[src/tdsa_pkg.sv]
package tdsa_pkg;

    // width of the magnitude fed to the divider and of the signed working value
    localparam int DIV_W      = 17;
    localparam int ACC_W      = DIV_W + 1;
    localparam int BASE_W     = 10;
    // reciprocal scale: any base up to 1000 gives exact quotients below 2**DIV_W
    localparam int RECIP_SHIFT = DIV_W + BASE_W;
    localparam int RECIP_W     = RECIP_SHIFT;

    localparam logic [BASE_W-1:0] MILLI_BASE  = 10'd1000;
    localparam logic [BASE_W-1:0] SECOND_BASE = 10'd60;
    localparam logic [BASE_W-1:0] MINUTE_BASE = 10'd60;

    // reciprocals rounded up
    localparam logic [RECIP_W-1:0] MILLI_RECIP  =
        RECIP_W'((1 << RECIP_SHIFT) / int'(MILLI_BASE) + 1);
    localparam logic [RECIP_W-1:0] SECOND_RECIP =
        RECIP_W'((1 << RECIP_SHIFT) / int'(SECOND_BASE) + 1);
    localparam logic [RECIP_W-1:0] MINUTE_RECIP =
        RECIP_W'((1 << RECIP_SHIFT) / int'(MINUTE_BASE) + 1);

    typedef enum logic [1:0] {
        UNIT_MILLI  = 2'd0,
        UNIT_SECOND = 2'd1,
        UNIT_MINUTE = 2'd2,
        UNIT_HOUR   = 2'd3
    } t_unit;

    typedef enum logic [3:0] {
        S_IDLE = 4'b0001,
        S_LOAD = 4'b0010,
        S_DIV  = 4'b0100,
        S_DONE = 4'b1000
    } t_state;

    typedef struct packed {
        logic               start;
        logic [DIV_W-1:0]   dividend;
        logic [BASE_W-1:0]  divisor;
        logic [RECIP_W-1:0] recip;
    } t_div_req;

    typedef struct packed {
        logic              done;
        logic [DIV_W-1:0]  quo;
        logic [BASE_W-1:0] rem;
    } t_div_rsp;

endpackage

[src/tdsa_div.sv]
module tdsa_div import tdsa_pkg::*; (
    input  logic     i_clk,
    input  logic     i_rst_n,
    input  t_div_req i_req,
    output t_div_rsp o_rsp
);

    localparam int PROD_W = DIV_W + RECIP_W;
    localparam int BACK_W = DIV_W + BASE_W;

    logic [DIV_W-1:0]   r_num;
    logic [RECIP_W-1:0] r_recip;
    logic [BASE_W-1:0]  r_div;
    logic [DIV_W-1:0]   r_quo;
    logic [BASE_W-1:0]  r_rem;
    logic               r_quo_step;
    logic               r_rem_step;
    logic               r_done;

    logic [PROD_W-1:0]  w_prod;
    logic [BACK_W-1:0]  w_back;
    logic [DIV_W-1:0]   w_rem_full;

    // quotient from the rounded-up reciprocal, remainder from the registered quotient in the next cycle
    assign w_prod     = PROD_W'(r_num) * PROD_W'(r_recip);
    assign w_back     = BACK_W'(r_quo) * BACK_W'(r_div);
    assign w_rem_full = r_num - w_back[DIV_W-1:0];

    always_ff @(posedge i_clk) begin
        if (!i_rst_n) begin
            r_quo_step <= 1'b0;
            r_rem_step <= 1'b0;
            r_done     <= 1'b0;
        end else begin
            r_quo_step <= i_req.start;
            r_rem_step <= r_quo_step;
            r_done     <= r_rem_step;
        end
    end

    always_ff @(posedge i_clk) begin
        if (i_req.start) begin
            r_num   <= i_req.dividend;
            r_recip <= i_req.recip;
            r_div   <= i_req.divisor;
        end
        if (r_quo_step) begin
            r_quo <= w_prod[RECIP_SHIFT +: DIV_W];
        end
        if (r_rem_step) begin
            r_rem <= w_rem_full[BASE_W-1:0];
        end
    end

    assign o_rsp.done = r_done;
    assign o_rsp.quo  = r_quo;
    assign o_rsp.rem  = r_rem;

    a_done_after_rem: assert property (@(posedge i_clk) disable iff (!i_rst_n)
        r_done |-> $past(r_rem_step))
        else $error("divider done without a remainder step");

    a_rem_below_divisor: assert property (@(posedge i_clk) disable iff (!i_rst_n)
        r_done |-> (r_rem < r_div))
        else $error("divider remainder not below divisor");

    a_quo_exact: assert property (@(posedge i_clk) disable iff (!i_rst_n)
        r_done |-> ((w_back[BACK_W-1:DIV_W] == '0)
                    && (w_back[DIV_W-1:0] + DIV_W'(r_rem) == r_num)))
        else $error("divider quotient and remainder do not rebuild the dividend");

endmodule

[config.mk]
export PLATFORM = sky130hd
export DESIGN_NAME = tdsa_div
export DESIGN_NICKNAME = d
export VERILOG_FILES = /design/src/tdsa_pkg.sv /design/src/tdsa_div.sv
export SDC_FILE = /design/constraint.sdc
export NUM_CORES = 1
export LEC_CHECK = 0
export ABC_AREA = 1
export BUFFER_PORTS_ARGS = -buffer_cell sky130_fd_sc_hd__buf_2
export CAP_MARGIN = 20
export CELL_PAD_IN_SITES_DETAIL_PLACEMENT = 1
export CELL_PAD_IN_SITES_GLOBAL_PLACEMENT = 1
export CORE_ASPECT_RATIO = 1.25
export CORE_MARGIN = 3
export CORE_UTILIZATION = 40
export DETAILED_ROUTE_END_ITERATION = 6
export GPL_ROUTABILITY_DRIVEN = 0
export PLACE_DENSITY_LB_ADDON = 0.1
export SYNTH_ARGS = -nofsm -noshare
export SYNTH_HDL_FRONTEND = slang
export SYNTH_SLANG_ARGS = --single-unit
[constraint.sdc]
create_clock -name i_clk -period 6.6 [get_ports i_clk]
set_input_delay 0.33 -clock i_clk [delete_from_list [all_inputs] [get_ports i_clk]]
set_output_delay 0.33 -clock i_clk [all_outputs]
set_load 0.1 [all_outputs]
==> summary.txt, run 1 <==
Pre-antenna DRT Iters: 5
Number of synthesis warnings: 0
Asr flop ratio synth: 0%
Syn Inst Count: 2537
Ys flop type: edfxtp_1
Max clock buf depth: 2
Fin crit share: 94.2%
Antenna violations before repair: 0
N_diodes: 0
RSZ-0062 raised after global routing: false
CTS tree: done
DIE HEIGHT: 256 um
Post-synth EDFFs: 81
Fill count: 6076
Pre-CTS setup slack: 0.393 ns
Worst-path clk slew: 0.09 ns
Final worst-path setup slack: 0.384 ns
Post-synthesis net count: 3142
CTS Root Buffer Type: clkbuf_16
Total Routing Usage GR: 25.0%
Count leader, synth: inv_1
Syn_area_per_cell: 7.89 um^2
Status: finished, final reports clean
Hold Buf Count CTS: 0
Post-CTS Setup Bufs: 0
Die area: 52800 um^2
Top cells by area, synth: fa_1 40%, inv_1 14%, nand2_1 14%
Final wirelength: 62000 um
WP data arrival: 6.36 ns
Post-layout minimum cycle time: 6.22 ns
Rows: 91
Startpoint types: register
Antenna-violating nets left: 0
Worst rel slew slack: 40.3%
Final Max Slew Viols: 0
CTS Buf Count: 9
Starting density of the core: 40.5%
Total Nets Final: 3190
Max FO, Critical Path: 17
Critical path class: register to register
Final hold viol count: 0
Cts repair resizes: 0
Cell Area, Synth: 20000 um^2
HPWL after DPL: 52200 um
Flop2flop setup slack: 0.38 ns
Critical path capture point type: register
Wirelength per Cell: 19.1 um
Post-synth top area share: 40.4%
Vias in the first global route: 18.7k
Final setup vio count: 0
Register area share after synthesis: 12.4%
Worst-Margin Slew: 0.896 ns
Post-route setup TNS: 0 ns
Slowest CP cell: edfxtp_1
Hold Path Class: input pin to register
Via density: 4.90
Via count: 15.9k
Crit-path cells: nand2_1 > fa_1 > inv_1 > fa_1 > fa_1 > fa_1 > fa_1 > inv_1 > fa_1 > inv_1 > ha_1 > nand2_1 > nor2_1 > inv_1 > nor3_1 > nand2_1 > nand2_1 > nand3_1 > nand3_1 > nand2_1
IO Count: 85
Grt ovf: 0
Core area: 49400 um^2
Slowest Stage Delay on Critical Path: 0.89 ns
Leading area contributor after synthesis: fa_1
First-pass GRT wire length: 101000 um
Worst path most repeated cell: fa_1
#FFs+latches synth: 84
Largest net degree at the start of global routing: 56
Top cells by count, synth: 755 x inv_1, 739 x nand2_1, 404 x fa_1
CTS sink cnt: 84
Clk_skew: 0.0198 ns
CP required: 6.75 ns
Area delta synth->final: 8.46%
Die width: 206 um
I/O Buffers: 84
Worst-skew pair later-pin latency: 0.41 ns
Post-synth cell types: 36
Layout cells sized above 1: 7.45%
FMAX: 161 MHz
Initial drt markers: 692
Max-cap violation count: 0
DRC Markers: 0
H-tree depth: 3
-- area by class of cell --
type | count | area, um^2 | share of cell area, %
clock buffer | 9 | 225 | 1.04
clock inverter | 7 | 80.1 | 0.369
inverter | 757 | 2840 | 13.1
multi-input combinational | 1585 | 14200 | 65.6
sequential | 84 | 2490 | 11.5
tap | 651 | 815 | 3.75
timing repair buffer | 148 | 1010 | 4.67
-- worst paths after layout --
kind / startpoint / cells past startpoint / endpoint
max: r_num[8]$_DFFE_PP_ / 20 / r_quo[7]$_DFFE_PP_
max reg2reg: r_num[8]$_DFFE_PP_ / 20 / r_quo[7]$_DFFE_PP_
min reg2reg: r_rem_step$_SDFF_PN0_ / 2 / r_done$_SDFF_PN0_
min: i_req[9] / 1 / r_recip[9]$_DFFE_PP_
-- registers in the layout, summed over array words and instances (netlist names) --
name,flops
r_recip,27
r_quo,17
r_num,17
r_div,10
r_quo_step,1
r_done,1
r_rem_step,1
r_rem,10
-- critical path, delay by kind of cell, from the launching register on --
family                   cells  cell delay, ns
buffers and inverters        4            0.33
adder cells (fa/ha/maj)      7            3.40
AND/OR/NAND/NOR              9            1.31
flip-flops                   1            0.89
-- cells in the final DEF (no fill, tap or decap), types with 2 or more instances in the layout --
cell type and count:
buf_12 9, o21ai_0 35, o21a_1 2, nor3_2 2, nand3b_1 2, nor2_2 12, nor3_1 11, nand2_2 9
nand3_1 47, xnor2_1 4, nand2_1 739, nor2_1 72, nand4_1 13, ha_1 144, buf_2 84, buf_4 55
a21o_1 4, edfxtp_1 81, dfxtp_1 3, a21oi_1 60, inv_1 755, o21bai_1 4, clkbuf_16 9, nor2_4 2
xor2_1 11, fa_1 404, inv_6 3
-- routing by layer --
layer,vias up,global-route usage [%],wire length (um)
li1,7283,-,-
met1,8253,30.7,25100
met2,266,45.2,32800
met3,93,3.01,1900
met4,0,8.68,2160
met5,-,0,0
-- per-stage QoR --
step / hold slack, ns / cells / util, % / instance area, um^2
detailed placement: 0.508 / 3225 / 43.3 / 21400
global placement: 0.506 / 3225 / 43.3 / 21400
finish: 0.0974 / 3241 / 43.9 / 21700
global route: 0.0863 / 3241 / 43.9 / 21700
floorplan: 0.423 / 2537 / - / 20000
CTS: 0.0737 / 3241 / 43.9 / 21700
-- logic make-up after synthesis --
| logic type | synth area share [%] |
|---|---|
| and+or+nand+nor | 18.1 |
| buffers and inverters | 16.4 |
| xor gates and xnor gates | 0.737 |
| adders and majority gates | 49.4 |
| DFF | 12.4 |
| AOI/OAI and AO/OA | 2.89 |
Power of run 1 is left out: the tool's default activity adds up to more than one toggle a clock period on the data nets, which glitch-free logic cannot reach.
==> inputs of run 2 (changes only) <==
--- a/config.mk
+++ b/config.mk
@@ -11,8 +11,8 @@
 export CELL_PAD_IN_SITES_DETAIL_PLACEMENT = 1
 export CELL_PAD_IN_SITES_GLOBAL_PLACEMENT = 1
 export CORE_ASPECT_RATIO = 1.25
-export CORE_MARGIN = 3
-export CORE_UTILIZATION = 40
+export CORE_MARGIN = 2
+export CORE_UTILIZATION = 28
 export DETAILED_ROUTE_END_ITERATION = 6
 export GPL_ROUTABILITY_DRIVEN = 0
 export PLACE_DENSITY_LB_ADDON = 0.1
==> run 2 against run 1 <==
  * Non-clock buffer count is 6 higher
  * Die area is 40% higher
  * Cell count is 9.2% higher
  * First-iteration DRC count is 29% lower
  * Highest routed layer unchanged
==> summary.txt, run 2 (same netlist as run 1, synthesis figures left out) <==
Worst-path clk slew: 0.10 ns
DIE HEIGHT: 303 um
First-pass GRT wire length: 104000 um
Via density: 4.43
Pre-antenna DRT Iters: 5
Status: finished, final reports clean
Wirelength per Cell: 18.3 um
N_diodes: 0
Starting density of the core: 28.3%
FMAX: 161 MHz
Vias in the first global route: 18.2k
Most flop-heavy register: r_recip
Antenna violations before repair: 0
Via count: 15.7k
Fill count: 8535
Final hold viol count: 0
HPWL after DPL: 55400 um
DRC Markers: 0
Rows: 109
CTS Root Buffer Type: clkbuf_16
Final wirelength: 64800 um
Hold WS: 0.0721 ns
Most frequent cells in the layout: 755 x inv_1, 739 x nand2_1, 404 x fa_1
Largest register FFs: 27
Post-layout minimum cycle time: 6.20 ns
WP data arrival: 6.35 ns
Total Nets Final: 3196
RSZ-0062 raised after global routing: false
Die area: 73700 um^2
Max FO, Critical Path: 13
CP required: 6.75 ns
Worst rel slew slack: 40.3%
I/O Buffers: 84
Initial drt markers: 490
Grt ovf: 0
Startpoint types: register
Biggest regs: r_recip (27), r_num (17), r_quo (17)
Max clock buf depth: 2
Most common cell after layout, fill and taps aside: inv_1
Area delta synth->final: 10.7%
Clk_skew: 0.0279 ns
Die width: 243 um
Critical path capture point type: register
Final setup vio count: 0
Total Routing Usage GR: 18.6%
Fin crit share: 93.9%
Worst-skew pair later-pin latency: 0.42 ns
Critical path class: register to register
Largest net degree at the start of global routing: 56
Hold Path Class: input pin to register
H-tree depth: 3
Antenna-violating nets left: 0
CTS Buf Count: 9
Final Max Slew Viols: 0
Post-route setup TNS: 0 ns
CTS sink cnt: 84
Max-cap violation count: 0
Core area: 70800 um^2
IO Count: 85
CTS tree: done
Worst-Margin Slew: 0.896 ns
Layout cells sized above 1: 7.67%
[run 2: worst paths after layout]
path / slack (ns) / endpoint / depth (start not counted) / startpoint
hold / removal: 0.07 / r_recip[3]$_DFFE_PP_ / 1 / i_req[3]
hold reg to reg: 0.67 / r_done$_SDFF_PN0_ / 2 / r_rem_step$_SDFF_PN0_
setup reg to reg: 0.40 / r_quo[7]$_DFFE_PP_ / 21 / r_recip[12]$_DFFE_PP_
setup / recovery: 0.40 / r_quo[7]$_DFFE_PP_ / 21 / r_recip[12]$_DFFE_PP_
[run 2: metal layers]
metal | track usage (%) | routed length [um]
met5 | 0 | 0
met4 | 4.95 | 1300
met3 | 1.68 | 1660
met2 | 36.0 | 35000
met1 | 21.9 | 26900
[run 2: final cells by class]
class | count | area [um^2] | area share [%]
Clock buffer | 9 | 225 | 1.02
Multi-Input combinational cell | 1585 | 14200 | 64.3
Clock inverter | 7 | 58.8 | 0.265
Timing Repair Buffer | 154 | 1110 | 5.00
Inverter | 757 | 2840 | 12.8
Tap cell | 943 | 1180 | 5.33
Sequential cell | 84 | 2490 | 11.2
[run 2: timing repair]
action                                 in CTS  in global routing
hold buffers                                0                  0
gates resized for setup                     0                  0
setup buffers                               0                  8
setup endpoints to repair                   0                  6
endpoints found under the hold margin       0                  0
[run 2: worst max-delay path: stages (launching register included)]
cell      delay [ns]
edfxtp_1        0.73
buf_4           0.25
nand2_1         0.08
fa_1            0.51
fa_1            0.53
fa_1            0.53
inv_1           0.06
fa_1            0.53
fa_1            0.51
inv_1           0.05
fa_1            0.48
inv_1           0.04
ha_1            0.30
nand2_1         0.09
nor2_1          0.15
inv_1           0.11
nor3_1          0.48
nand2_1         0.13
nand2_1         0.08
nand3_1         0.09
nand3_1         0.10
nand2_1         0.10
[run 2: per-stage QoR]
| stage | cell area, um^2 | utilization (%) | worst slack (ns) | cells |
|---|---|---|---|---|
| 3_5_place_dp | 21800 | 30.7 | 0.0593 | 3515 |
| 4_1_cts | 22000 | 31.1 | 0.00321 | 3531 |
| 3_3_place_gp | 21800 | 30.7 | 0.0499 | 3515 |
| 2_1_floorplan | 20000 | - | 0.995 | 2537 |
| 6_report | 22200 | 31.3 | 0.401 | 3539 |
| 5_1_grt | 22200 | 31.3 | 0.0185 | 3539 |
Power of run 2 is left out for the same reason.
==> inputs of run 3 (changes only) <==
--- a/config.mk
+++ b/config.mk
@@ -16,6 +16,8 @@
 export DETAILED_ROUTE_END_ITERATION = 6
 export GPL_ROUTABILITY_DRIVEN = 0
 export PLACE_DENSITY_LB_ADDON = 0.1
+export RECOVER_POWER = 50
+export SKIP_LAST_GASP = 1
 export SYNTH_ARGS = -nofsm -noshare
 export SYNTH_HDL_FRONTEND = slang
 export SYNTH_SLANG_ARGS = --single-unit
==> run 3 against run 2 <==
  * The run now ends with capacitance limit, slew limit left
  * Non-clock buffer count did not move
  * First-iteration DRC count fell by 0.41%
  * Cell count did not move
  * Die area did not move
  * Hold slack barely moved
  * Clock skew barely moved
  * Routed wire length barely moved
  * Sequential share of layout area barely moved
  * Via count rose by 0.13%
  * Critical path depth did not move
  * Critical endpoint unchanged
==> summary.txt, run 3 (same netlist as run 1, synthesis figures left out) <==
Biggest regs: r_recip (27), r_num (17), r_quo (17)
Post-route design area: 22100 um^2
Most flop-heavy register: r_recip
RSZ-0062 raised after global routing: false
CP top delay family: adder cells
First-pass GRT wire length: 104000 um
Core area: 70800 um^2
Max FO, Critical Path: 13
CTS Root Buffer Type: clkbuf_16
Failing checks: capacitance limit, slew limit
Critical path depth in cells: 21
Inst Count DP: 3515
Placed Area: 21800 um^2
Fin crit share: 93.9%
FMAX: 161 MHz
Via density: 4.43
Post-layout minimum cycle time: 6.20 ns
I/O Buffers: 84
Rows: 109
Worst reg2reg path depth: 21
Startpoint types: register
Critical path class: register to register
Worst-Margin Slew: 3.76 ns
DIE HEIGHT: 303 um
Antenna-violating nets left: 0
Hold Path Class: input pin to register
Final hold viol count: 0
Crit-path cells: buf_4 > nand2_1 > fa_1 > fa_1 > fa_1 > inv_1 > fa_1 > fa_1 > inv_1 > fa_1 > inv_1 > ha_1 > nand2_1 > nor2_1 > inv_1 > nor3_1 > nand2_1 > nand2_1 > nand3_1 > nand3_1 > nand2_1
Largest register FFs: 27
Final setup vio count: 0
Most common cell after layout, fill and taps aside: inv_1
Fin cells: 3539
Wirelength per Cell: 18.3 um
Final wirelength: 64800 um
Worst-skew pair later-pin latency: 0.42 ns
IO Count: 85
WP data arrival: 6.35 ns
CTS Buf Count: 9
Hold Buf Count CTS: 0
CTS tree: done
Total Nets Final: 3196
Initial drt markers: 488
Max-cap violation count: 2
Cts repair resizes: 0
H-tree depth: 3
CP required: 6.75 ns
Worst-path clk slew: 0.10 ns
Final Max Slew Viols: 75
Pre-antenna DRT Iters: 5
Slowest CP cell: edfxtp_1
Max clock buf depth: 2
CTS sink cnt: 84
Critical path capture point type: register
Die width: 243 um
Worst rel slew slack: -151%
DRC Markers: 0
Area delta synth->final: 10.6%
Vias in the first global route: 18.2k
Antenna violations before repair: 0
Hold depth: 1
Status: finished with violations
HPWL after DPL: 55400 um
Most frequent cells in the layout: 755 x inv_1, 739 x nand2_1, 404 x fa_1
Slowest Stage Delay on Critical Path: 0.73 ns
Final worst-path setup slack: 0.400 ns
Grt ovf: 0
Total Routing Usage GR: 18.6%
Worst path most repeated cell: fa_1
Largest net degree at the start of global routing: 56
Via count: 15.7k
Clk_skew: 0.0278 ns
N_diodes: 0
Layout cells sized above 1: 7.32%
WP buf/inv: 5
Die area: 73700 um^2
Post-route setup TNS: 0 ns
Pre-CTS setup slack: 0.0593 ns
Starting density of the core: 28.3%
-- run 3: cell count changes in the layout (fill, tap and decap cells not counted) --
| cell | delta |
|---|---|
| buf_2 | -7 |
| clkbuf_1 | +9 |
| buf_4 | -2 |
-- run 3: layout make-up --
type                       count  area [um^2]
clock buffer                   9          225
clock inverter                 7         58.8
timing repair buffer         154         1090
inverter                     757         2840
sequential                    84         2490
multi-input combinational   1585        14200
tap                          943         1180
fill                        8538        48600
-- run 3: repair_timing --
item	4_1_cts	5_1_grt
setup buffers	0	8
hold endpoints to repair	0	0
setup endpoints to repair	0	6
-- run 3: worst register-to-register path, stage by stage, from the launching register on --
cell	delay, ns
edfxtp_1	0.73
buf_4	0.26
nand2_1	0.08
fa_1	0.51
fa_1	0.53
fa_1	0.53
inv_1	0.06
fa_1	0.53
fa_1	0.51
inv_1	0.05
fa_1	0.48
inv_1	0.05
ha_1	0.30
nand2_1	0.09
nor2_1	0.15
inv_1	0.11
nor3_1	0.48
nand2_1	0.13
nand2_1	0.08
nand3_1	0.09
nand3_1	0.10
nand2_1	0.10
-- run 3: per-stage QoR --
stage | utilization (%) | hold WS, ns
final | 31.3 | 0.0723
after global routing | 31.3 | 0.0625
after CTS | 31.1 | 0.0445
after detailed placement | 30.7 | 0.508
after global placement | 30.7 | 0.506
after floorplan | - | 0.423
-- run 3: layer usage --
metal	GRT usage, %	up-vias	wire length [um]
met5	0	-	0
met4	4.95	0	1330
met3	1.68	58	1640
met2	36.0	200	34900
met1	21.9	8125	26900
li1	-	7298	-
-- run 3: final timing paths --
check             slack, ns                    to                   from
hold / removal         0.07  r_recip[3]$_DFFE_PP_               i_req[3]
setup / recovery       0.40    r_quo[7]$_DFFE_PP_  r_recip[12]$_DFFE_PP_
setup reg to reg       0.40    r_quo[7]$_DFFE_PP_  r_recip[12]$_DFFE_PP_
hold reg to reg        0.66     r_done$_SDFF_PN0_  r_rem_step$_SDFF_PN0_
Power of run 3 is left out for the same reason.
